==> src/rtl/core/utf8_word_tokenizer_defines.svh <==
// Assertion macros for the tokenizer core.
`ifndef UTF8_WORD_TOKENIZER_DEFINES_SVH
`define UTF8_WORD_TOKENIZER_DEFINES_SVH

`ifndef NO_ASSERTIONS
`define UWT_ASSERT(lbl, clk, rst_n, prop) \
    lbl: assert property (@(posedge clk) disable iff (!rst_n) prop) \
        else $error("tokenizer assertion failed");
`define UWT_ASSERT_ALWAYS(lbl, clk, prop) \
    lbl: assert property (@(posedge clk) prop) \
        else $error("tokenizer assertion failed");
`else
`define UWT_ASSERT(lbl, clk, rst_n, prop)
`define UWT_ASSERT_ALWAYS(lbl, clk, prop)
`endif

`endif

==> src/rtl/core/uwt_pkg.sv <==
package uwt_pkg;

    localparam int MAX_EV  = 4;
    localparam int Q_DEPTH = 4;
    localparam int Q_AW    = $clog2(Q_DEPTH);

    localparam logic [1:0] KIND_LETTER = 2'd0;
    localparam logic [1:0] KIND_WORD   = 2'd1;
    localparam logic [1:0] KIND_BREAK  = 2'd2;

    typedef struct packed {
        logic [7:0] data_byte;
        logic       has_byte;
        logic       end_of_line;
    } t_in_word;

    typedef struct packed {
        logic [1:0] event_kind;
        logic [7:0] letter;
        logic       last_of_run;
    } t_out_word;

    typedef struct packed {
        logic [2:0]              count;
        logic [MAX_EV-1:0][1:0]  kinds;
        logic [7:0]              letter;
    } t_bundle;

    typedef struct packed {
        logic empty;
        logic full;
    } t_q_status;

endpackage

==> src/rtl/core/uwt_front.sv <==
module uwt_front (
    input  logic              i_clk,
    input  logic              i_rst_n,
    input  logic              i_accept,
    input  uwt_pkg::t_in_word i_in_word,
    output logic              o_q_push,
    output uwt_pkg::t_bundle  o_bundle
);
    import uwt_pkg::*;

    localparam logic [7:0] BYTE_FOLD   = 8'hC3;
    localparam logic [7:0] BYTE_SKIP2  = 8'hC2;
    localparam logic [7:0] BYTE_SKIP3  = 8'hE2;
    localparam logic [7:0] BYTE_SPACE  = 8'h20;
    localparam logic [7:0] BYTE_HYPHEN = 8'h2D;

    function automatic logic [7:0] fold_capital(input logic [7:0] b);
        case (b)
            8'h91:   fold_capital = 8'hB1;
            8'h81:   fold_capital = 8'hA1;
            8'h84:   fold_capital = 8'hA4;
            8'h89:   fold_capital = 8'hA9;
            8'h8B:   fold_capital = 8'hAB;
            8'h8D:   fold_capital = 8'hAD;
            8'h8F:   fold_capital = 8'hAF;
            8'h93:   fold_capital = 8'hB3;
            8'h96:   fold_capital = 8'hB6;
            8'h9A:   fold_capital = 8'hBA;
            8'h9C:   fold_capital = 8'hBC;
            default: fold_capital = b;
        endcase
    endfunction

    function automatic logic is_punct(input logic [7:0] b);
        case (b)
            8'h2E, 8'h2C, 8'h2F, 8'h3F, 8'h21, 8'h3A, 8'h3B,
            8'h7B, 8'h7D, 8'h5B, 8'h5D, 8'h28, 8'h29, 8'h3D,
            8'h25, 8'h5E, 8'h24, 8'h23, 8'h40, 8'h22, 8'h7E,
            8'h60, 8'h3C, 8'h3E, 8'h5F, 8'h2A, 8'h26, 8'h2B,
            8'h5C, 8'h7C, 8'h09: is_punct = 1'b1;
            default:             is_punct = 1'b0;
        endcase
    endfunction

    function automatic logic [7:0] to_lower(input logic [7:0] b);
        if (b >= 8'h41 && b <= 8'h5A) begin
            to_lower = b + 8'h20;
        end else begin
            to_lower = b;
        end
    endfunction

    logic       r_word_open, n_word_open;
    logic [1:0] r_skip_left, n_skip_left;
    logic       r_fold_pending, n_fold_pending;
    t_bundle    bnd;
    logic [7:0] b;

    always_comb begin
        n_word_open    = r_word_open;
        n_skip_left    = r_skip_left;
        n_fold_pending = r_fold_pending;
        bnd            = '0;
        b              = i_in_word.data_byte;
        if (i_in_word.has_byte) begin
            if (r_skip_left != 2'd0) begin
                n_skip_left = r_skip_left - 2'd1;
            end else if (r_fold_pending) begin
                bnd.kinds[0]   = KIND_LETTER;
                bnd.letter     = fold_capital(b);
                bnd.count      = 3'd1;
                n_fold_pending = 1'b0;
            end else if (b == BYTE_FOLD) begin
                bnd.kinds[0]   = KIND_LETTER;
                bnd.letter     = b;
                bnd.count      = 3'd1;
                n_word_open    = 1'b1;
                n_fold_pending = 1'b1;
            end else if (b == BYTE_SKIP2 || b == BYTE_SKIP3) begin
                if (r_word_open) begin
                    bnd.kinds[0] = KIND_WORD;
                    bnd.kinds[1] = KIND_BREAK;
                    bnd.count    = 3'd2;
                    n_word_open  = 1'b0;
                end
                n_skip_left = (b == BYTE_SKIP2) ? 2'd1 : 2'd2;
            end else if (b == BYTE_SPACE) begin
                if (r_word_open) begin
                    bnd.kinds[0] = KIND_WORD;
                    bnd.count    = 3'd1;
                    n_word_open  = 1'b0;
                end
            end else if (b == BYTE_HYPHEN) begin
                if (r_word_open) begin
                    bnd.kinds[0] = KIND_LETTER;
                    bnd.letter   = b;
                    bnd.count    = 3'd1;
                end
            end else if (is_punct(b)) begin
                if (r_word_open) begin
                    bnd.kinds[0] = KIND_WORD;
                    bnd.kinds[1] = KIND_BREAK;
                    bnd.count    = 3'd2;
                    n_word_open  = 1'b0;
                end
            end else begin
                bnd.kinds[0] = KIND_LETTER;
                bnd.letter   = to_lower(b);
                bnd.count    = 3'd1;
                n_word_open  = 1'b1;
            end
        end
        if (i_in_word.end_of_line) begin
            if (n_word_open) begin
                bnd.kinds[bnd.count[1:0]] = KIND_WORD;
                bnd.count                 = bnd.count + 3'd1;
            end
            bnd.kinds[bnd.count[1:0]] = KIND_BREAK;
            bnd.count                 = bnd.count + 3'd1;
            n_word_open               = 1'b0;
            n_skip_left               = 2'd0;
            n_fold_pending            = 1'b0;
        end
    end

    always_ff @(posedge i_clk) begin
        if (!i_rst_n) begin
            r_word_open    <= 1'b0;
            r_skip_left    <= 2'd0;
            r_fold_pending <= 1'b0;
        end else if (i_accept) begin
            r_word_open    <= n_word_open;
            r_skip_left    <= n_skip_left;
            r_fold_pending <= n_fold_pending;
        end
    end

    assign o_q_push = i_accept && (bnd.count != 3'd0);
    assign o_bundle = bnd;

    `include "utf8_word_tokenizer_defines.svh"

    `UWT_ASSERT(a_skip_excludes_fold, i_clk, i_rst_n, (r_skip_left != 2'd0) |-> !r_fold_pending)
    `UWT_ASSERT(a_fold_in_word, i_clk, i_rst_n, r_fold_pending |-> r_word_open)

endmodule

==> src/rtl/core/uwt_queue.sv <==
module uwt_queue (
    input  logic               i_clk,
    input  logic               i_rst_n,
    input  logic               i_push,
    input  uwt_pkg::t_bundle   i_bundle,
    input  logic               i_pop,
    output uwt_pkg::t_q_status o_status,
    output uwt_pkg::t_bundle   o_head
);
    import uwt_pkg::*;

    t_bundle         r_mem [Q_DEPTH];
    logic [Q_AW-1:0] r_wr_ptr;
    logic [Q_AW-1:0] r_rd_ptr;
    logic [Q_AW:0]   r_count;
    logic            do_push;
    logic            do_pop;

    assign o_status.empty = (r_count == '0);
    assign o_status.full  = (r_count == (Q_AW+1)'(Q_DEPTH));
    assign do_push        = i_push && !o_status.full;
    assign do_pop         = i_pop && !o_status.empty;
    assign o_head         = r_mem[r_rd_ptr];

    always_ff @(posedge i_clk) begin
        if (do_push) begin
            r_mem[r_wr_ptr] <= i_bundle;
        end
    end

    always_ff @(posedge i_clk) begin
        if (!i_rst_n) begin
            r_wr_ptr <= '0;
            r_rd_ptr <= '0;
            r_count  <= '0;
        end else begin
            if (do_push) begin
                r_wr_ptr <= r_wr_ptr + Q_AW'(1);
            end
            if (do_pop) begin
                r_rd_ptr <= r_rd_ptr + Q_AW'(1);
            end
            case ({do_push, do_pop})
                2'b10:   r_count <= r_count + (Q_AW+1)'(1);
                2'b01:   r_count <= r_count - (Q_AW+1)'(1);
                default: r_count <= r_count;
            endcase
        end
    end

    `include "utf8_word_tokenizer_defines.svh"

    `UWT_ASSERT(a_no_push_full, i_clk, i_rst_n, !(i_push && o_status.full))
    `UWT_ASSERT(a_ptr_gap, i_clk, i_rst_n, (r_wr_ptr - r_rd_ptr) == r_count[Q_AW-1:0])

endmodule

==> src/rtl/core/uwt_back.sv <==
module uwt_back (
    input  logic               i_clk,
    input  logic               i_rst_n,
    input  uwt_pkg::t_q_status i_q_status,
    input  uwt_pkg::t_bundle   i_head,
    output logic               o_q_pop,
    input  logic               i_pop,
    output logic               o_empty,
    output uwt_pkg::t_out_word o_out_word
);
    import uwt_pkg::*;

    logic [1:0] r_idx;
    logic       r_out_vld;
    t_out_word  r_out;
    logic       load;
    logic       last;
    logic [1:0] kind;

    assign load    = (!r_out_vld || i_pop) && !i_q_status.empty;
    assign kind    = i_head.kinds[r_idx];
    assign last    = ({1'b0, r_idx} + 3'd1) == i_head.count;
    assign o_q_pop = load && last;

    always_ff @(posedge i_clk) begin
        if (!i_rst_n) begin
            r_idx     <= 2'd0;
            r_out_vld <= 1'b0;
        end else begin
            if (load) begin
                r_out_vld <= 1'b1;
                r_idx     <= last ? 2'd0 : r_idx + 2'd1;
            end else if (i_pop) begin
                r_out_vld <= 1'b0;
            end
        end
    end

    always_ff @(posedge i_clk) begin
        if (load) begin
            r_out.event_kind  <= kind;
            r_out.letter      <= (kind == KIND_LETTER) ? i_head.letter : 8'd0;
            r_out.last_of_run <= last;
        end
    end

    assign o_empty    = !r_out_vld;
    assign o_out_word = r_out;

    `include "utf8_word_tokenizer_defines.svh"

    `UWT_ASSERT(a_mid_bundle_head, i_clk, i_rst_n, (r_idx != 2'd0) |-> !i_q_status.empty)
    `UWT_ASSERT(a_idx_in_bundle, i_clk, i_rst_n, !i_q_status.empty |-> ({1'b0, r_idx} < i_head.count))

endmodule

==> src/rtl/core/utf8_word_tokenizer.sv <==
// UTF-8 word tokenizer. Feed the bytes of a text line, one word per push, and pop letter,
// word-end and chain-break events in order; last_of_run marks the final event of each
// pushed word. A push is taken every cycle while full is low. The front classifies the
// byte and updates the tokenizer state in the cycle it is taken, then drops the events it
// causes (up to three) as one bundle into a four-entry queue; pushes that cause no event
// never enter the queue. The back sends one event per cycle from that queue while pop is
// high or its output is empty, through an output register; full rises only when the
// queue is holding four bundles. An event passes the queue, then the output register.
// There is no startup sweep: the block is ready right after reset.
module utf8_word_tokenizer (
    input  logic               i_clk,
    input  logic               i_rst_n,
    input  logic               push,
    output logic               full,
    input  uwt_pkg::t_in_word  i_in_word,
    output logic               empty,
    input  logic               pop,
    output uwt_pkg::t_out_word o_out_word
);
    import uwt_pkg::*;

    logic      q_push;
    logic      q_pop;
    t_bundle   bundle_in;
    t_bundle   head;
    t_q_status q_status;
    logic      accept;

    assign accept = push && !q_status.full;
    assign full   = q_status.full;

    uwt_front u_front (
        .i_clk     (i_clk),
        .i_rst_n   (i_rst_n),
        .i_accept  (accept),
        .i_in_word (i_in_word),
        .o_q_push  (q_push),
        .o_bundle  (bundle_in)
    );

    uwt_queue u_queue (
        .i_clk    (i_clk),
        .i_rst_n  (i_rst_n),
        .i_push   (q_push),
        .i_bundle (bundle_in),
        .i_pop    (q_pop),
        .o_status (q_status),
        .o_head   (head)
    );

    uwt_back u_back (
        .i_clk      (i_clk),
        .i_rst_n    (i_rst_n),
        .i_q_status (q_status),
        .i_head     (head),
        .o_q_pop    (q_pop),
        .i_pop      (pop),
        .o_empty    (empty),
        .o_out_word (o_out_word)
    );

endmodule

==> config.mk <==
export PLATFORM = sky130hd
export DESIGN_NAME = utf8_word_tokenizer
export DESIGN_NICKNAME = d
export VERILOG_FILES = /design/src/rtl/core/uwt_pkg.sv /design/src/rtl/core/uwt_front.sv /design/src/rtl/core/uwt_queue.sv /design/src/rtl/core/uwt_back.sv /design/src/rtl/core/utf8_word_tokenizer.sv
export VERILOG_INCLUDE_DIRS = /design/src /design/src/rtl/core
export SDC_FILE = /design/constraint.sdc
export NUM_CORES = 1
export LEC_CHECK = 0
export BUFFER_PORTS_ARGS = -buffer_cell sky130_fd_sc_hd__buf_2
export CAP_MARGIN = 10
export CORE_ASPECT_RATIO = 1.75
export CORE_MARGIN = 4
export CORE_UTILIZATION = 50
export DETAILED_ROUTE_END_ITERATION = 12
export GPL_ROUTABILITY_DRIVEN = 0
export GPL_TIMING_DRIVEN = 0
export PLACE_DENSITY_LB_ADDON = 0.08
export SLEW_MARGIN = 15
export SYNTH_ARGS = -nofsm -noshare
export SYNTH_HDL_FRONTEND = slang
export SYNTH_HIERARCHICAL = 1
export SYNTH_SLANG_ARGS = --single-unit
export TNS_END_PERCENT = 5
==> constraint.sdc <==
create_clock -name i_clk -period 7.5 [get_ports i_clk]
set_input_delay 1.875 -clock i_clk [delete_from_list [all_inputs] [get_ports i_clk]]
set_output_delay 1.875 -clock i_clk [all_outputs]
set_load 0.03 [all_outputs]
# --- After elaboration in Yosys (flattened, before gate mapping) ---
# Memories as Yosys holds them, arrays and structs flattened. A register that Yosys moved wholly into a read port is not among the register bits.
# Cells that the tools add are included.
op_classes:
  addsub: 10
  n_mul: 0
  n_div: 0
  magnitude_cmp: 7
  n_eq_ne: 23
  shifts: 0
  muxes: 77
  bitwise_logic: 6
  reduce_logical: 24
op_table:
  columns: ["operator", "count"]
  rows:
  - ["$eq 8x8->1 const B", 14]
  - ["$pmux 8 s11", 1]
  - ["$mux 2", 22]
  - ["$mux 8", 5]
  - ["$mux 11", 3]
  - ["$mux 10", 3]
  - ["$mux 1", 28]
  - ["$mux 12", 2]
  - ["$mux 3", 7]
  - ["$eq 8x6->1 const B", 2]
  - ["$add 3x1->3 const B", 3]
  - ["$logic_and 1x1->1", 9]
  - ["$lt 2x3->1 const B", 3]
  - ["$add 8x6->8 const B", 1]
  - ["$demux 2 s2", 2]
  - ["$ge 8x7->1 const B", 1]
  - ["$le 8x7->1 const B", 1]
  - ["$mux 4", 2]
  - ["$not 4->4", 2]
  - ["$reduce_bool 2->1", 4]
  - ["$add 2x1->2 const B", 3]
  - ["$pmux 3 s2", 1]
  - ["$reduce_bool 3->1", 2]
  - ["$reduce_and 5->1", 1]
  - ["other kinds (21)", 25]
word_totals:
  reg_bits: 25
  latchBits: 0
  mem_bits_rw: 76
  rom_bits: 128
  in_bits: 14
  output_inout_bits: 13
  elab_cells: 160
  n_memories: 2
memory_table:
  columns: ["name", "words", "word_bits", "rd", "rd_clocked_by_memory_dff", "write_ports", "line", "rtl"]
  rows:
  - ["(no name shown)", 128, 1, 1, 0, 0, "uwt_front.sv:35", "case (b)"]
  - ["u_queue.r_mem", 4, 19, 1, 1, 1, "uwt_queue.sv:12", "t_bundle r_mem [Q_DEPTH];"]

# --- Longest topological paths before layout ---
# Gate-level depths: netlist of run 1.
# An unclocked memory read counts as a cell.
depth:
  word_depth: 37
  mapped_depth: 24
  depth_no_buf: 22

# --- Hierarchy ---
# Netlist of run 1, hierarchy kept.
by_module_without_submodules:
  columns: ["module", "instances", "cells_each", "area_per_inst_um2", "seq_area_each_um2"]
  rows:
  - ["uwt_queue", 1, 153, 3245.6, 2462.4]
  - ["uwt_front", 1, 148, 1029.7, 80.1]
  - ["uwt_back", 1, 44, 616.8, 390.4]
  - ["utf8_word_tokenizer", 1, 1, 13.8, 0.0]

# --- Worst setup path after synthesis of run 1 ---
# OpenSTA, ideal clock, no wires.
synth_path:
  kind: "input -> register"
  startpoint: "input i_in_word[5] (netlist bit)"
  endpoint: "register u_queue.r_count[2]"
  setup_ns: 0.070
  arrival_time_ns: 5.748
  required_ns: 7.430
  path_slack_ns: 1.682
  stages: 23
  path_buffers: 2
  cell_sequence: "buf_2 -> or4b_1 -> nor4_2 -> nor3_1 -> nand4_1 -> inv_1 -> ha_1 -> o21ai_1 -> ha_1 -> inv_1 -> ha_1 -> nand2_1 -> nor2_1 -> a21boi_1 -> nor2b_1 -> buf_2 -> inv_2 -> ha_1 -> inv_1 -> fa_1 -> xor2_1 -> or3_1 -> a21boi_1"
synth_between:
  elab_chain_cells: 27
  word_cells_on_any_way: 43
  classes_between: "add/sub (2); eq/ne (7); mux (28); reduce/logical (5); memory (1)"
synth_lines:
  columns: ["element", "line", "rtl"]
  rows:
  - ["start: declaration", "utf8_word_tokenizer.sv:15", "input uwt_pkg::t_in_word i_in_word,"]
  - ["$mem_v2 128x1", null, null]
  - ["$mux 1", "uwt_front.sv:35", null]
  - ["$mux 1", "uwt_front.sv:93", "end else if (b == BYTE_HYPHEN) begin"]
  - ["$mux 1", "uwt_front.sv:87", "end else if (b == BYTE_SPACE) begin"]
  - ["$mux 1", "uwt_front.sv:79", "end else if (b == BYTE_SKIP2 || b == BYTE_SKIP3) begin"]
  - ["$mux 1", "uwt_front.sv:73", "end else if (b == BYTE_FOLD) begin"]
  - ["$mux 1", "uwt_front.sv:68", "end else if (r_fold_pending) begin"]
  - ["$mux 1", "uwt_front.sv:66", "if (r_skip_left != 2'd0) begin"]
  - ["[12 not listed]", null, null]
  - ["$add 3x1->3", "uwt_front.sv:119", "bnd.count = bnd.count + 3'd1;"]
  - ["$mux 11 (*)", "uwt_front.sv:113", "if (i_in_word.end_of_line) begin"]
  - ["$reduce_bool 3->1 (*)", "uwt_front.sv:138", "assign o_q_push = i_accept && (bnd.count != 3'd0);"]
  - ["$logic_and 1x1->1 (*)", "uwt_front.sv:138", null]
  - ["net q_push", "utf8_word_tokenizer.sv:22", "logic q_push;"]
  - ["$logic_and 1x1->1 (*)", "uwt_queue.sv:21", "assign do_push = i_push && !o_status.full;"]
  - ["$eq 2x1->1 or $eq 2x2->1 (tied branches)", "uwt_queue.sv:43", "case ({do_push, do_pop})"]
  - ["$pmux 3 s2 or $reduce_bool 2->1 (tied branches)", null, null]
  - ["end signal: assignment", "uwt_queue.sv:44", "2'b10: r_count <= r_count + (Q_AW+1)'(1);"]
  - ["end signal: assignment", "uwt_queue.sv:45", "2'b01: r_count <= r_count - (Q_AW+1)'(1);"]
  - ["end signal: assignment", "uwt_queue.sv:46", "default: r_count <= r_count;"]
  - ["end: declaration", "uwt_queue.sv:15", "logic [Q_AW:0] r_count;"]
# The timed path passes the listed nets; every way through them passes the cells marked *. The select of a mux whose other input is x is not followed.
# A chain may end at the register's enable or synchronous reset.

# --- Worst setup path after layout of run 1 ---
layout_path:
  startpoint: "input i_in_word[6] (netlist bit)"
  endpoint: "memory u_queue/r_mem[3][6] (netlist bit), enable pin"
layout_between:
  elab_chain_cells: 27
  word_cells_on_any_way: 41
  classes_between: "add/sub (2); eq/ne (5); mux (29); reduce/logical (4); memory (1)"
layout_lines:
  columns: ["element", "line", "rtl"]
  rows:
  - ["$mem_v2 128x1", null, null]
  - ["$mux 1", "uwt_front.sv:35", null]
  - ["$mux 1", "uwt_front.sv:93", null]
  - ["$mux 1", "uwt_front.sv:87", null]
  - ["$mux 1", "uwt_front.sv:79", null]
  - ["$mux 1", "uwt_front.sv:73", null]
  - ["$mux 1", "uwt_front.sv:68", null]
  - ["$mux 1", "uwt_front.sv:66", null]
  - ["[12 not listed]", null, null]
  - ["$add 3x1->3", "uwt_front.sv:119", null]
  - ["$mux 11 (*)", "uwt_front.sv:113", null]
  - ["$reduce_bool 3->1 (*)", "uwt_front.sv:138", null]
  - ["$logic_and 1x1->1 (*)", "uwt_front.sv:138", null]
  - ["net q_push", "utf8_word_tokenizer.sv:22", null]
  - ["$logic_and 1x1->1 (*)", "uwt_queue.sv:21", null]
  - ["$mux 1 (*)", "uwt_queue.sv:26", "if (do_push) begin"]
  - ["$mux 1 (implied by the code) (*)", "uwt_queue.sv:27", "r_mem[r_wr_ptr] <= i_bundle;"]
  - ["end: declaration", "uwt_queue.sv:12", null]
# Marked as above.

==> flow_summary.rst, run 1 <==
.. list-table::
   :header-rows: 1

   * - Metric
     - Value
   * - Wire length of the first global-routing pass
     - 14.88 mm
   * - Maxcap violations
     - 0
   * - Number of global-route vias before repair
     - around 3000
   * - DR top layer
     - met4
   * - Setup clock skew after layout
     - 0.005492 ns
   * - Worst slew pin tran
     - between 1 and 1.5 ns
   * - RSZ-0062 raised after global routing
     - false
   * - Overall via count from detail_route
     - 2838
   * - Placed Cells incl. Taps
     - 492
   * - Pin count of the biggest net entering global routing
     - 20
   * - Critical Path Sink Type
     - flip-flop
   * - Required time of the critical path
     - 7.45 ns
   * - Result of the run
     - finished clean
   * - Wire length on met3
     - 381 um
   * - Antenna violations before repair
     - 0
   * - Part of the cycle the worst path needs
     - between 80% and 90%
   * - Min-Delay Startpoint
     - u_queue/r_rd_ptr[0]
   * - Number of search-and-repair iterations in the first detailed-routing pass
     - 5
   * - Final count of hold timing violations
     - 0
   * - Launch point of the critical path
     - i_in_word[6]
   * - CP Data Arrival Time
     - around 6 ns
   * - Post-CTS resize count
     - 0
   * - Count of mapped cells out of synthesis
     - 346
   * - PD cells
     - 245.4 mW/mm^2
   * - Fill cells
     - 807
   * - Port-buffer cells
     - 24
   * - Via-to-Cell Ratio
     - 5.587
   * - Startpoint-to-endpoint class of the critical path
     - input pin to flip-flop
   * - Gr usage total
     - approximately 16%
   * - Die W
     - about 83 um
   * - Max stage delay cell, worst path
     - sky130_fd_sc_hd__and2_1
   * - Met1 wire length
     - 3.627 mm
   * - YS warnings
     - 6
   * - Proportion of layout cells with a drive suffix above 1
     - 21.76%
   * - Post-detailed-route DRC marker count
     - 0
   * - Static Leakage
     - just under 2 nW
   * - Slowest stage delay, CP
     - ~0.85 ns
   * - Post-route antenna net violation count
     - 0
   * - Clk sinks
     - between 100 and 150
   * - Mapped cell area
     - 0.004906 sq mm
   * - Number of top-level pins
     - 27
   * - Shortest period the worst path allows
     - just over 6 ns
   * - Unique masters post-synth
     - 63
   * - Placeable core region
     - 0.009527 sq mm
   * - Largest buffer count on any clock path
     - 2
   * - Element type at the critical path start
     - input pin
   * - Full die area
     - approximately 0.012 sq mm
   * - Crit path cell chain
     - clkbuf_1 > or4b_1 > nor4_2 > nor3_1 > nand4_1 > inv_1 > ha_1 > o21ai_1 > ha_1 > inv_1 > ha_1 > nand2_1 > nor2_1 > a21boi_1 > nor2b_1 > buf_2 > and2_1
   * - Family with the most delay on the worst path
     - simple AND/OR/NAND/NOR gates
   * - Register Area
     - 0.002933 sq mm
   * - Mean cell area of the mapped netlist
     - roughly 14 sq um
   * - # nets final
     - 411
   * - Clock network latency to the later pin of the worst-skew pair
     - 0.34 ns
   * - Die Height
     - 139.0 um
   * - Maximum fanout along the worst path
     - 19
   * - Syn nets
     - 376
   * - Post-route core utilization
     - 57.39%
   * - Total detailed-routing wirelength
     - roughly 9 mm
   * - Number of buffers inserted during clock tree synthesis
     - 9
   * - DPL Wire Length
     - 6.223 mm
   * - Worst VDD drop
     - 0.1489 mV
   * - FF-to-FF Start
     - u_front/r_skip_left[0]
   * - Most prevalent standard cell on the critical path
     - sky130_fd_sc_hd__ha_1
   * - Sum Neg Setup Slack
     - 0 ns
   * - Placement row count
     - 47
   * - Number of synthesized register bits
     - approximately 100
   * - Postcts setup bufs
     - 0
   * - Number of antenna cells inserted
     - 0
   * - Per-cell routed wire length
     - 17.32 um
   * - Worst hold-check path type
     - flip-flop to flip-flop
   * - Upper clock frequency limit
     - around 160 MHz
   * - H-tree depth
     - 3
   * - Relative slew margins
     - 29.08%
   * - Share of synthesized registers carrying an async set or reset
     - 0%
   * - Clock tree root buffer cell
     - sky130_fd_sc_hd__clkbuf_16
   * - Initial core utilization
     - between 50% and 60%
   * - Count of routing violations after the opening detailed-route iteration
     - 186
   * - Post-CTS Hold Buffers
     - 0
   * - Clock Pin Slew Worst Setup and Hold Paths
     - 0.06 ns
   * - Buf+Inv Stages, Crit Path
     - 4
   * - Final cell count without fillers
     - 508
   * - Final setup violation count
     - 0
   * - EDFF count, synth
     - 87
   * - Area of the multi-input gates
     - 0.001824 sq mm
   * - Global route total overflow
     - 0
   * - Pins over their slew limit
     - 0
   * - Post-synth top flop
     - sky130_fd_sc_hd__edfxtp_1
   * - Share of the yosys chip area belonging to registers
     - approximately 60%
   * - TritonCTS clock tree
     - yes
   * - Met2 wire length
     - 4.658 mm
   * - Area Growth Syn to Fin
     - 11.45%
## logic make-up after synthesis
kind of cell,count (synthesis),synth area share (%)
DFF,103,59.78
muxes,23,10.05
buffers and inverters,32,3.035
other,1,0.07644
xor gates and xnor gates,8,1.581
and+or+nand+nor,115,14.36
adders and majority gates,16,4.234
AOI/OAI and AO/OA,48,6.887
## layout make-up
class,instances,share of cell area (%)
sequential,103,53.64
buffer,13,1.419
timing repair buffer,24,2.197
tap,122,2.792
multi-input combinational,211,33.36
clock inverter,6,1.098
inverter,19,1.304
clock buffer,10,4.188
## sequential cells by signal, indices dropped and copies added (netlist names), named ones only
signal                  flops
u_queue/r_mem              76
u_queue/r_wr_ptr            2
u_back/r_out_vld            1
u_back/r_idx                2
u_back/o_out_word          11
u_front/r_fold_pending      1
u_front/r_skip_left         2
u_queue/r_count             3
u_queue/r_rd_ptr            2
u_front/r_word_open         1
## worst register-to-register path, delay by kind of cell, from the launching register on
| kind | cells | cell delay, ns |
|---|---|---|
| compound gates | 2 | 0.37 |
| fa+ha+maj | 3 | 0.73 |
| buf+inv | 3 | 0.38 |
| flops | 1 | 0.35 |
| simple gates | 8 | 2.30 |
## cells in the mapped netlist, types with 2 or more instances
master | instances | area share [%]
sky130_fd_sc_hd__or4b_1 | 2 | 0.41
sky130_fd_sc_hd__o21ai_1 | 2 | 0.20
sky130_fd_sc_hd__edfxtp_1 | 87 | 53
sky130_fd_sc_hd__nor3b_2 | 3 | 0.77
sky130_fd_sc_hd__xnor2_1 | 4 | 0.71
sky130_fd_sc_hd__mux2i_1 | 2 | 0.41
sky130_fd_sc_hd__nand3_1 | 6 | 0.61
sky130_fd_sc_hd__a211o_1 | 2 | 0.36
sky130_fd_sc_hd__o21a_1 | 2 | 0.31
sky130_fd_sc_hd__o21bai_1 | 2 | 0.31
sky130_fd_sc_hd__mux4_2 | 21 | 9.6
sky130_fd_sc_hd__nor2_1 | 17 | 1.3
sky130_fd_sc_hd__a21boi_1 | 4 | 0.61
sky130_fd_sc_hd__nand4_1 | 3 | 0.38
sky130_fd_sc_hd__or3_1 | 5 | 0.64
sky130_fd_sc_hd__nand2_1 | 25 | 1.9
sky130_fd_sc_hd__ha_1 | 15 | 3.8
sky130_fd_sc_hd__dfxtp_1 | 16 | 6.5
sky130_fd_sc_hd__and2_1 | 20 | 2.6
sky130_fd_sc_hd__nor3_1 | 6 | 0.61
sky130_fd_sc_hd__o21ai_0 | 12 | 1.2
sky130_fd_sc_hd__o2bb2ai_1 | 2 | 0.36
sky130_fd_sc_hd__inv_1 | 17 | 1.3
sky130_fd_sc_hd__a211oi_1 | 4 | 0.61
sky130_fd_sc_hd__nor2b_1 | 8 | 1.0
sky130_fd_sc_hd__and3_1 | 2 | 0.25
sky130_fd_sc_hd__nor4b_1 | 2 | 0.36
sky130_fd_sc_hd__xor2_1 | 3 | 0.54
sky130_fd_sc_hd__inv_2 | 2 | 0.15
sky130_fd_sc_hd__clkbuf_1 | 7 | 0.54
sky130_fd_sc_hd__buf_2 | 4 | 0.41
sky130_fd_sc_hd__a21oi_1 | 8 | 0.82
## through the flow
| stage | area [sq um] | hold slack, ns | power, mW | setup slack [ns] |
|---|---|---|---|---|
| 2_1_floorplan | 4906 | 0.4560 | 0.8541 | 1.682 |
| 3_3_place_gp | 5179 | 0.4681 | 0.9032 | 0.9740 |
| 3_5_place_dp | 5179 | 0.4891 | 0.9101 | 0.9131 |
| 4_1_cts | 5468 | 0.5035 | 1.356 | 1.264 |
| 5_1_grt | 5468 | 0.5320 | 1.406 | 0.7555 |
| 6_report | 5468 | 0.5011 | 1.342 | 1.280 |
## power by group
| group | leakage [nW] | internal [mW] | switching [mW] | total (mW) |
|---|---|---|---|---|
| Sequential | 0.950 | 0.674 | 0.0161 | 0.690 |
| Combinational | 0.856 | 0.0759 | 0.128 | 0.204 |
| Clock | 0.140 | 0.257 | 0.191 | 0.448 |
| Total | 1.95 | 1.01 | 0.334 | 1.34 |
## placed cells by master, fill, tap and decap left out, drive strengths merged, types with 2 or more instances in the layout
cell,Yosys,layout
and3,2,2
a211o,2,2
o2bb2ai,3,3
buf,6,30
clkinv,0,3
mux4,21,21
inv,19,20
and2,21,21
a21boi,5,5
nand4,3,3
xor2,3,3
ha,15,15
nor2,18,18
or2,2,2
xnor2,5,5
nor2b,9,9
clkbuf,7,17
mux2i,2,2
a21oi,8,8
o21a,2,2
nor3b,4,4
nand3,7,7
nor4b,3,3
or4b,2,2
or3,6,6
nand2,25,25
o21bai,2,2
o21ai,14,14
nand4b,2,2
dfxtp,16,16
edfxtp,87,87
nor3,7,7
a211oi,4,4
## path summary, 6_finish.rpt
path / endpoint / slack [ns] / cells past startpoint
setup / recovery: u_queue/r_mem[3][6] / 1.28 / 17
hold / removal: u_queue/r_rd_ptr[0] / 0.50 / 2
setup reg to reg: u_queue/r_mem[3][6] / 2.95 / 16
hold reg to reg: u_queue/r_rd_ptr[0] / 0.50 / 2
## routing by layer
layer | GRT usage (%) | up-vias
met3 | 2.973 | 8
li1 | - | 1367
met5 | 0 | -
met1 | 20.10 | 1388
met4 | 5.857 | 0
met2 | 28.60 | 75
Power figures use the tool's default switching activity.
==> run 2: changes to the inputs <==
- ABC_AREA: not set -> 1
- clock period: 7.5 -> 6.2 ns (I/O delays scaled with it)
==> run 2 against run 1 <==
Compared with the run above: non-clock buffer count up 7; die area grew 4.1%; worst setup slack got worse by 0.54 ns; sequential power grew 25%; hold slack got worse by 0.0017 ns; cell count is 37% higher; first-iteration DRC count rose by 23%; register-to-register slack lost 1.0 ns; routed wire length up 29%; combinational power rose by 80%; clock power grew 15%; via count up 34%.
==> flow_summary.rst, run 2 <==
.. list-table::
   :header-rows: 1

   * - Metric
     - Value
   * - DPL Wire Length
     - 8.140 mm (was 6.223 mm)
   * - Post-CTS Hold Buffers
     - 0 (unchanged)
   * - Gr usage total
     - 19.57% (was 16.34%)
   * - Result of the run
     - finished clean (unchanged)
   * - Post-route antenna net violation count
     - 0 (unchanged)
   * - Dominant cells by area after synthesis
     - sky130_fd_sc_hd__edfxtp_1, sky130_fd_sc_hd__dfxtp_1, sky130_fd_sc_hd__nand2_1, sky130_fd_sc_hd__nor2_1, sky130_fd_sc_hd__inv_1 (was sky130_fd_sc_hd__edfxtp_1, sky130_fd_sc_hd__mux4_2, sky130_fd_sc_hd__dfxtp_1, sky130_fd_sc_hd__ha_1, sky130_fd_sc_hd__and2_1)
   * - Clock tree root buffer cell
     - sky130_fd_sc_hd__clkbuf_16 (unchanged)
   * - Syn nets
     - 555 (was 376)
   * - Biggest area consumer among synthesized cells
     - sky130_fd_sc_hd__edfxtp_1 (unchanged)
   * - Port-buffer cells
     - 26 (was 24)
   * - Startpoint-to-endpoint class of the critical path
     - input pin to flip-flop (unchanged)
   * - Critical Path Sink Type
     - flip-flop (unchanged)
   * - Register Area
     - 0.002933 sq mm (unchanged)
   * - Final count of hold timing violations
     - 0 (unchanged)
   * - Overall via count from detail_route
     - 3809 (was 2838)
   * - Top register by number of flip-flops
     - u_queue/r_mem (unchanged)
   * - Part of the cycle the worst path needs
     - 88.04%
   * - Required time of the critical path
     - 6.25 ns (was 7.45 ns)
   * - Final setup violation count
     - 0 (unchanged)
   * - Commonest cells after routing, fill and taps aside
     - sky130_fd_sc_hd__edfxtp_1, sky130_fd_sc_hd__nand2_1, sky130_fd_sc_hd__nor2_1 (was sky130_fd_sc_hd__edfxtp_1, sky130_fd_sc_hd__buf_2, sky130_fd_sc_hd__nand2_1)
   * - Relative slew margins
     - 48.77% (was 29.08%)
   * - Maxcap violations
     - 0 (unchanged)
   * - Maximum fanout along the worst path
     - 12 (was 19)
   * - Per-cell routed wire length
     - 16.31 um (was 17.32 um)
   * - Share of synthesized registers carrying an async set or reset
     - 0% (unchanged)
   * - Post-detailed-route DRC marker count
     - 0 (unchanged)
   * - TritonCTS clock tree
     - yes (unchanged)
   * - Global route total overflow
     - 0 (unchanged)
   * - Standard cell area after detailed placement
     - 0.005472 sq mm (was 0.005179 sq mm)
   * - Die Height
     - 141.9 um (was 139.0 um)
   * - Post-route core utilization
     - 57.58% (was 57.39%)
   * - Number of antenna cells inserted
     - 0 (unchanged)
   * - Worst hold-check path type
     - flip-flop to flip-flop (unchanged)
   * - Number of buffers inserted during clock tree synthesis
     - 9 (unchanged)
   * - Clock Pin Slew Worst Setup and Hold Paths
     - 0.07 ns (was 0.06 ns)
   * - Placement row count
     - 48 (was 47)
   * - Placeable core region
     - 0.009970 sq mm (was 0.009527 sq mm)
   * - Via-to-Cell Ratio
     - 5.473 (was 5.587)
   * - Pins over their slew limit
     - 0 (unchanged)
   * - CP Data Arrival Time
     - 5.51 ns (was 6.17 ns)
   * - Power after layout
     - 1.745 mW (was 1.342 mW)
   * - Most common library cells after synthesis
     - sky130_fd_sc_hd__edfxtp_1, sky130_fd_sc_hd__nand2_1, sky130_fd_sc_hd__nor2_1 (was sky130_fd_sc_hd__edfxtp_1, sky130_fd_sc_hd__nand2_1, sky130_fd_sc_hd__mux4_2)
   * - RSZ-0062 raised after global routing
     - false (unchanged)
   * - Area of the multi-input gates
     - 0.001793 sq mm (was 0.001824 sq mm)
   * - Clock network latency to the later pin of the worst-skew pair
     - 0.34 ns (about the same)
   * - Setup clock skew after layout
     - 0.006454 ns (was 0.005492 ns)
   * - H-tree depth
     - 3 (unchanged)
   * - Shortest period the worst path allows
     - 5.459 ns
   * - Post-CTS resize count
     - 0 (unchanged)
   * - EDFF count, synth
     - 87 (unchanged)
   * - Postcts setup bufs
     - 0 (unchanged)
   * - Flop-to-flop setup slack
     - 1.91 ns (was 2.95 ns)
   * - Number of global-route vias before repair
     - 3779 (was 3025)
   * - Die W
     - 84.51 um (was 82.88 um)
   * - Antenna violations before repair
     - 0 (unchanged)
   * - Final cell area excluding filler cells
     - 0.005741 sq mm (was 0.005468 sq mm)
   * - Initial core utilization
     - 51.38% (was 51.50%)
   * - Unique masters post-synth
     - 42 (was 63)
   * - Fill cells
     - 894 (was 807)
   * - Number of top-level pins
     - 27 (unchanged)
   * - Upper clock frequency limit
     - roughly 180 MHz
   * - Largest buffer count on any clock path
     - 2 (unchanged)
   * - Flip-flop count of the largest register, all copies and words added
     - 76 (unchanged)
   * - # nets final
     - 596 (was 411)
   * - Share of the yosys chip area belonging to registers
     - 57.25% (was 59.78%)
   * - Worst slack on hold paths
     - 0.4994 ns (was 0.5011 ns)
   * - Number of synthesized register bits
     - 103 (unchanged)
   * - Most instantiated library cell after synthesis
     - sky130_fd_sc_hd__edfxtp_1 (unchanged)
   * - Most common cell after layout, fill and taps aside
     - sky130_fd_sc_hd__edfxtp_1 (unchanged)
   * - Mapped cell area
     - 0.005122 sq mm (was 0.004906 sq mm)
   * - Worst slew pin tran
     - 0.7676 ns (was 1.064 ns)
   * - PD cells
     - 303.9 mW/mm^2 (was 245.4 mW/mm^2)
   * - Share of the synthesized area in the top cell type
     - 51.00% (was 53.25%)
   * - Post-synth top flop
     - sky130_fd_sc_hd__edfxtp_1 (unchanged)
   * - YS warnings
     - 6 (unchanged)
   * - Total detailed-routing wirelength
     - 11.35 mm (was 8.797 mm)
   * - Count of routing violations after the opening detailed-route iteration
     - 229 (was 186)
   * - Area Growth Syn to Fin
     - 12.07% (was 11.45%)
   * - Worst VDD drop
     - 0.1790 mV (was 0.1489 mV)
   * - Mean cell area of the mapped netlist
     - 9.757 sq um (was 14.18 sq um)
   * - Full die area
     - 0.01199 sq mm (was 0.01152 sq mm)
   * - Sum Neg Setup Slack
     - 0 ns (unchanged)
   * - Clk sinks
     - 103 (unchanged)
   * - Static Leakage
     - 2.360 nW (was 1.946 nW)
   * - Number of search-and-repair iterations in the first detailed-routing pass
     - 5 (unchanged)
   * - Count of mapped cells out of synthesis
     - 525 (was 346)
   * - Proportion of layout cells with a drive suffix above 1
     - 18.91% (was 21.76%)
   * - Pin count of the biggest net entering global routing
     - 17 (was 20)
   * - Element type at the critical path start
     - input pin (unchanged)
   * - Wire length of the first global-routing pass
     - 18.29 mm (was 14.88 mm)
[run 2: changes by cell type after synthesis, sizes merged, moves of 6 or more]
cell   delta
nand3    +18
a21oi     +9
o22ai    +18
nor2b     -9
nand2    +69
o21ai    +35
mux4     -21
and2     -21
inv      +54
or3       -6
nor2     +65
[run 2: cell type report]
cell class	instances	share of cell area [%]
flip-flops and latches	103	51.09
multi-input cells	334	31.23
inverters	74	4.839
clock buffers	13	4.359
repair buffers	30	3.182
well taps	125	2.724
plain buffers	14	2.245
clock inverters	3	0.3269
[run 2: worst max-delay path: stages]
cell	delay, ns
sky130_fd_sc_hd__buf_2	0.10
sky130_fd_sc_hd__buf_2	0.16
sky130_fd_sc_hd__nor2_1	0.15
sky130_fd_sc_hd__nand2_1	0.12
sky130_fd_sc_hd__nor3_2	0.20
sky130_fd_sc_hd__inv_1	0.11
sky130_fd_sc_hd__nand2_4	0.12
sky130_fd_sc_hd__nand2_2	0.10
sky130_fd_sc_hd__nand2_1	0.07
sky130_fd_sc_hd__nand3_1	0.14
sky130_fd_sc_hd__ha_1	0.31
sky130_fd_sc_hd__o21ai_1	0.27
sky130_fd_sc_hd__ha_1	0.22
sky130_fd_sc_hd__inv_1	0.05
sky130_fd_sc_hd__ha_1	0.27
sky130_fd_sc_hd__nor2_1	0.25
sky130_fd_sc_hd__nor2_1	0.11
sky130_fd_sc_hd__a21oi_2	0.25
sky130_fd_sc_hd__nand2_4	0.12
sky130_fd_sc_hd__nor2_2	0.60
sky130_fd_sc_hd__buf_6	0.25
[run 2: kinds of logic (layout without fill, tap and decap cells)]
| group | Yosys count | after routing | share of synthesized area [%] |
|---|---|---|---|
| adder cells (fa/ha/maj) | 16 | 16 | 4.055 |
| buffers and inverters | 88 | 134 | 7.938 |
| XOR/XNOR | 1 | 1 | 0.1710 |
| AO/OA/AOI/OAI | 97 | 97 | 10.94 |
| flip-flops | 103 | 103 | 57.25 |
| AND/OR/NAND/NOR | 219 | 219 | 19.56 |
| other | 1 | 1 | 0.07321 |
[run 2: power by group]
| part | leakage [nW] | internal (mW) | switching (mW) |
|---|---|---|---|
| Combinational | 1.28 | 0.109 | 0.259 |
| Sequential | 0.948 | 0.836 | 0.0254 |
| Clock | 0.130 | 0.283 | 0.232 |
| Total | 2.36 | 1.23 | 0.516 |
[run 2: metrics by stage]
| stage | setup slack (ns) | instances |
|---|---|---|
| 5_1_grt | 0.4343 | 696 |
| 3_5_place_dp | 0.3645 | 680 |
| 2_1_floorplan | 0.9023 | 525 |
| 4_1_cts | 0.7132 | 696 |
| 6_report | 0.7413 | 696 |
| 3_3_place_gp | -0.3049 | 676 |
[run 2: metal layers]
metal	routed length (um)	global-route usage (%)	up-vias
met5	0	0	-
met4	274	8.841	0
met3	395	2.847	22
met2	6254	36.89	94
met1	4426	21.19	1840
li1	-	-	1853
[run 2: final timing paths]
kind / start / endpoint / cells past startpoint
worst max-delay path: i_in_word[8] / u_queue/r_mem[0][7] / 21
worst min-delay path: u_queue/r_rd_ptr[1] / flip-flop / 2
worst max register to register: u_front/r_skip_left[0] / u_queue/r_mem[0][7] / 18
worst min register to register: u_queue/r_rd_ptr[1] / flip-flop / 2
==> run 3: changes to the inputs <==
- ABC_AREA: 1 -> not set
==> run 3 against run 2 <==
Compared with the run above: hold slack better by 0.0024 ns; non-clock buffer count down 7; maximum frequency down 4.2%; critical path depth up 3; sequential share of layout area up 2.3 points; first-iteration DRC count down 25%; clock power up 5.2%.
==> flow_summary.rst, run 3 (synthesis gave the netlist of run 1 again) <==
.. list-table::
   :header-rows: 1

   * - Metric
     - Value
   * - Post-route antenna net violation count
     - 0 (unchanged)
   * - Antenna violations before repair
     - 0 (unchanged)
   * - Most common cell after layout, fill and taps aside
     - sky130_fd_sc_hd__edfxtp_1 (unchanged)
   * - Post-detailed-route DRC marker count
     - 0 (unchanged)
   * - Area Growth Syn to Fin
     - 11.91% (was 12.07%)
   * - Number of search-and-repair iterations in the first detailed-routing pass
     - 4 (was 5)
   * - Post-CTS Hold Buffers
     - 0 (unchanged)
   * - Count of routing violations after the opening detailed-route iteration
     - 172 (was 229)
   * - Largest buffer count on any clock path
     - 2 (unchanged)
   * - Relative slew margins
     - 32.29% (was 48.77%)
   * - Clk sinks
     - 103 (unchanged)
   * - Power after layout
     - 1.624 mW (was 1.745 mW)
   * - Part of the cycle the worst path needs
     - 91.91% (was 88.04%)
   * - Wire length of the first global-routing pass
     - 14.88 mm (was 18.29 mm)
   * - Final setup violation count
     - 0 (unchanged)
   * - Via-to-Cell Ratio
     - 5.539 (was 5.473)
   * - DPL Wire Length
     - 6.223 mm (was 8.140 mm)
   * - Clock Pin Slew Worst Setup and Hold Paths
     - 0.06 ns (was 0.07 ns)
   * - PD cells
     - 295.8 mW/mm^2 (was 303.9 mW/mm^2)
   * - Total detailed-routing wirelength
     - 8.781 mm (was 11.35 mm)
   * - Flip-flop count of the largest register, all copies and words added
     - 76 (unchanged)
   * - Die Height
     - 139.0 um (was 141.9 um)
   * - Setup clock skew after layout
     - 0.005826 ns (was 0.006454 ns)
   * - Maxcap violations
     - 0 (unchanged)
   * - Postcts setup bufs
     - 0 (unchanged)
   * - Buf+Inv Stages, Crit Path
     - 6 (was 5)
   * - Clock tree root buffer cell
     - sky130_fd_sc_hd__clkbuf_16 (unchanged)
   * - Register Area
     - 0.002933 sq mm (unchanged)
   * - Max stage delay cell, worst path
     - sky130_fd_sc_hd__or4b_1 (was sky130_fd_sc_hd__nor2_2)
   * - Family with the most delay on the worst path
     - simple AND/OR/NAND/NOR gates (unchanged)
   * - Startpoint-to-endpoint class of the critical path
     - input pin to flip-flop (unchanged)
   * - Required time of the critical path
     - 6.47 ns (was 6.25 ns)
   * - Final count of hold timing violations
     - 0 (unchanged)
   * - Shortest period the worst path allows
     - 5.698 ns (was 5.459 ns)
   * - Static Leakage
     - 1.958 nW (was 2.360 nW)
   * - Fill cells
     - 803 (was 894)
   * - Die W
     - 82.88 um (was 84.51 um)
   * - Element type at the critical path start
     - input pin (unchanged)
   * - Number of antenna cells inserted
     - 0 (unchanged)
   * - Worst hold-check path type
     - flip-flop to flip-flop (unchanged)
   * - Placeable core region
     - 0.009527 sq mm (was 0.009970 sq mm)
   * - Top register by number of flip-flops
     - u_queue/r_mem (unchanged)
   * - # nets final
     - 411 (was 596)
   * - Final cell count without fillers
     - 508 (was 696)
   * - Upper clock frequency limit
     - 175.5 MHz (was 183.2 MHz)
   * - Global route total overflow
     - 0 (unchanged)
   * - Sum Neg Setup Slack
     - 0 ns (unchanged)
   * - Placed Cells incl. Taps
     - 492 (was 680)
   * - Placement row count
     - 47 (was 48)
   * - Maximum fanout along the worst path
     - 7 (was 12)
   * - Overall via count from detail_route
     - 2814 (was 3809)
   * - Per-cell routed wire length
     - 17.29 um (was 16.31 um)
   * - Worst slew pin tran
     - 1.012 ns (was 0.7676 ns)
   * - Full die area
     - 0.01152 sq mm (was 0.01199 sq mm)
   * - CP Data Arrival Time
     - 5.97 ns (was 5.51 ns)
   * - Port-buffer cells
     - 24 (was 26)
   * - Crit path cell chain
     - buf_2 > or4b_1 > nor4b_4 > a21oi_1 > nand3_1 > nand4_1 > inv_1 > ha_1 > o21ai_1 > ha_1 > inv_1 > ha_1 > nand2_1 > nor2_1 > a21boi_1 > nor2b_1 > buf_2 > inv_2 > ha_1 > inv_1 > fa_1 > xor2_1 > or3_1 > a21boi_1 (was buf_2 > buf_2 > nor2_1 > nand2_1 > nor3_2 > inv_1 > nand2_4 > nand2_2 > nand2_1 > nand3_1 > ha_1 > o21ai_1 > ha_1 > inv_1 > ha_1 > nor2_1 > nor2_1 > a21oi_2 > nand2_4 > nor2_2 > buf_6)
   * - H-tree depth
     - 3 (unchanged)
   * - RSZ-0062 raised after global routing
     - false (unchanged)
   * - Proportion of layout cells with a drive suffix above 1
     - 22.80% (was 18.91%)
   * - Pins over their slew limit
     - 0 (unchanged)
   * - Gr usage total
     - 16.34% (was 19.57%)
   * - Initial core utilization
     - 51.50% (was 51.38%)
   * - Number of global-route vias before repair
     - 3025 (was 3779)
   * - Post-CTS resize count
     - 0 (unchanged)
   * - Slowest stage delay, CP
     - 0.58 ns (was 0.60 ns)
   * - Critical Path Sink Type
     - flip-flop (unchanged)
   * - Worst slack on hold paths
     - 0.5018 ns (was 0.4994 ns)
   * - Pin count of the biggest net entering global routing
     - 20 (was 17)
   * - Commonest cells after routing, fill and taps aside
     - sky130_fd_sc_hd__edfxtp_1, sky130_fd_sc_hd__buf_2, sky130_fd_sc_hd__nand2_1 (was sky130_fd_sc_hd__edfxtp_1, sky130_fd_sc_hd__nand2_1, sky130_fd_sc_hd__nor2_1)
   * - Result of the run
     - finished clean (unchanged)
   * - Number of buffers inserted during clock tree synthesis
     - 9 (unchanged)
   * - Clock network latency to the later pin of the worst-skew pair
     - 0.34 ns (about the same)
   * - Number of top-level pins
     - 27 (unchanged)
   * - Area of the multi-input gates
     - 0.001847 sq mm (was 0.001793 sq mm)
   * - TritonCTS clock tree
     - yes (unchanged)
   * - Most prevalent standard cell on the critical path
     - sky130_fd_sc_hd__ha_1
   * - Worst VDD drop
     - 0.1848 mV (was 0.1790 mV)
-- run 3: changes by cell type in the layout (fill, tap and decap cells not counted), moves of 8 or more --
cell,change
sky130_fd_sc_hd__nor2_2,-19
sky130_fd_sc_hd__and2_1,+16
sky130_fd_sc_hd__o21ai_0,-31
sky130_fd_sc_hd__nand2_1,-59
sky130_fd_sc_hd__nand3_1,-15
sky130_fd_sc_hd__nor2_1,-47
sky130_fd_sc_hd__nor2b_1,+8
sky130_fd_sc_hd__o22ai_1,-18
sky130_fd_sc_hd__inv_1,-44
sky130_fd_sc_hd__mux4_2,+21
sky130_fd_sc_hd__inv_2,-10
-- run 3: metal layers --
layer | share of wire [%] | routed length (um) | global-route usage [%]
met1 | 42 | 3688 | 20.10
met2 | 53 | 4675 | 28.60
met3 | 3.6 | 315 | 2.973
met4 | 1.2 | 102 | 5.857
met5 | 0 | 0 | 0
-- run 3: final timing paths --
check | to | slack (ns) | start | depth (start not counted)
worst max-delay path | u_queue/r_count[2] | 0.50 | i_in_word[9] | 24
worst min-delay path | u_queue/r_rd_ptr[0] | 0.50 | u_queue/r_rd_ptr[0] | 2
worst max register to register | u_queue/r_count[2] | 1.78 | u_front/r_skip_left[0] | 22
worst min register to register | u_queue/r_rd_ptr[0] | 0.50 | u_queue/r_rd_ptr[0] | 2
-- run 3: worst min-delay path, stage by stage (launching register included) --
cell and delay (ns):
sky130_fd_sc_hd__dfxtp_1 0.32, sky130_fd_sc_hd__nand2_1 0.06, sky130_fd_sc_hd__o21ai_0 0.07
-- run 3: area by class of cell --
class	count	area share (%)
plain buffers	13	1.413
clock buffers	10	4.170
clock inverters	6	1.094
inverters	19	1.299
multi-input cells	211	33.64
flip-flops and latches	103	53.42
well taps	122	2.780
repair buffers	24	2.188
-- run 3: stage by stage --
stage	instance area, sq um	util (%)	worst slack (ns)
2_1_floorplan	4906	-	0.7073
3_3_place_gp	5179	54.36	-0.0009686
3_5_place_dp	5179	54.36	-0.06194
4_1_cts	5468	57.39	0.2886
5_1_grt	5490	57.63	0.03040
6_report	5490	57.63	0.5018
-- run 3: where the power goes --
group / leakage (nW) / switching [mW] / internal, mW
clock: 0.140 / 0.230 / 0.311
combinational: 0.868 / 0.155 / 0.0924
sequential: 0.950 / 0.0194 / 0.815
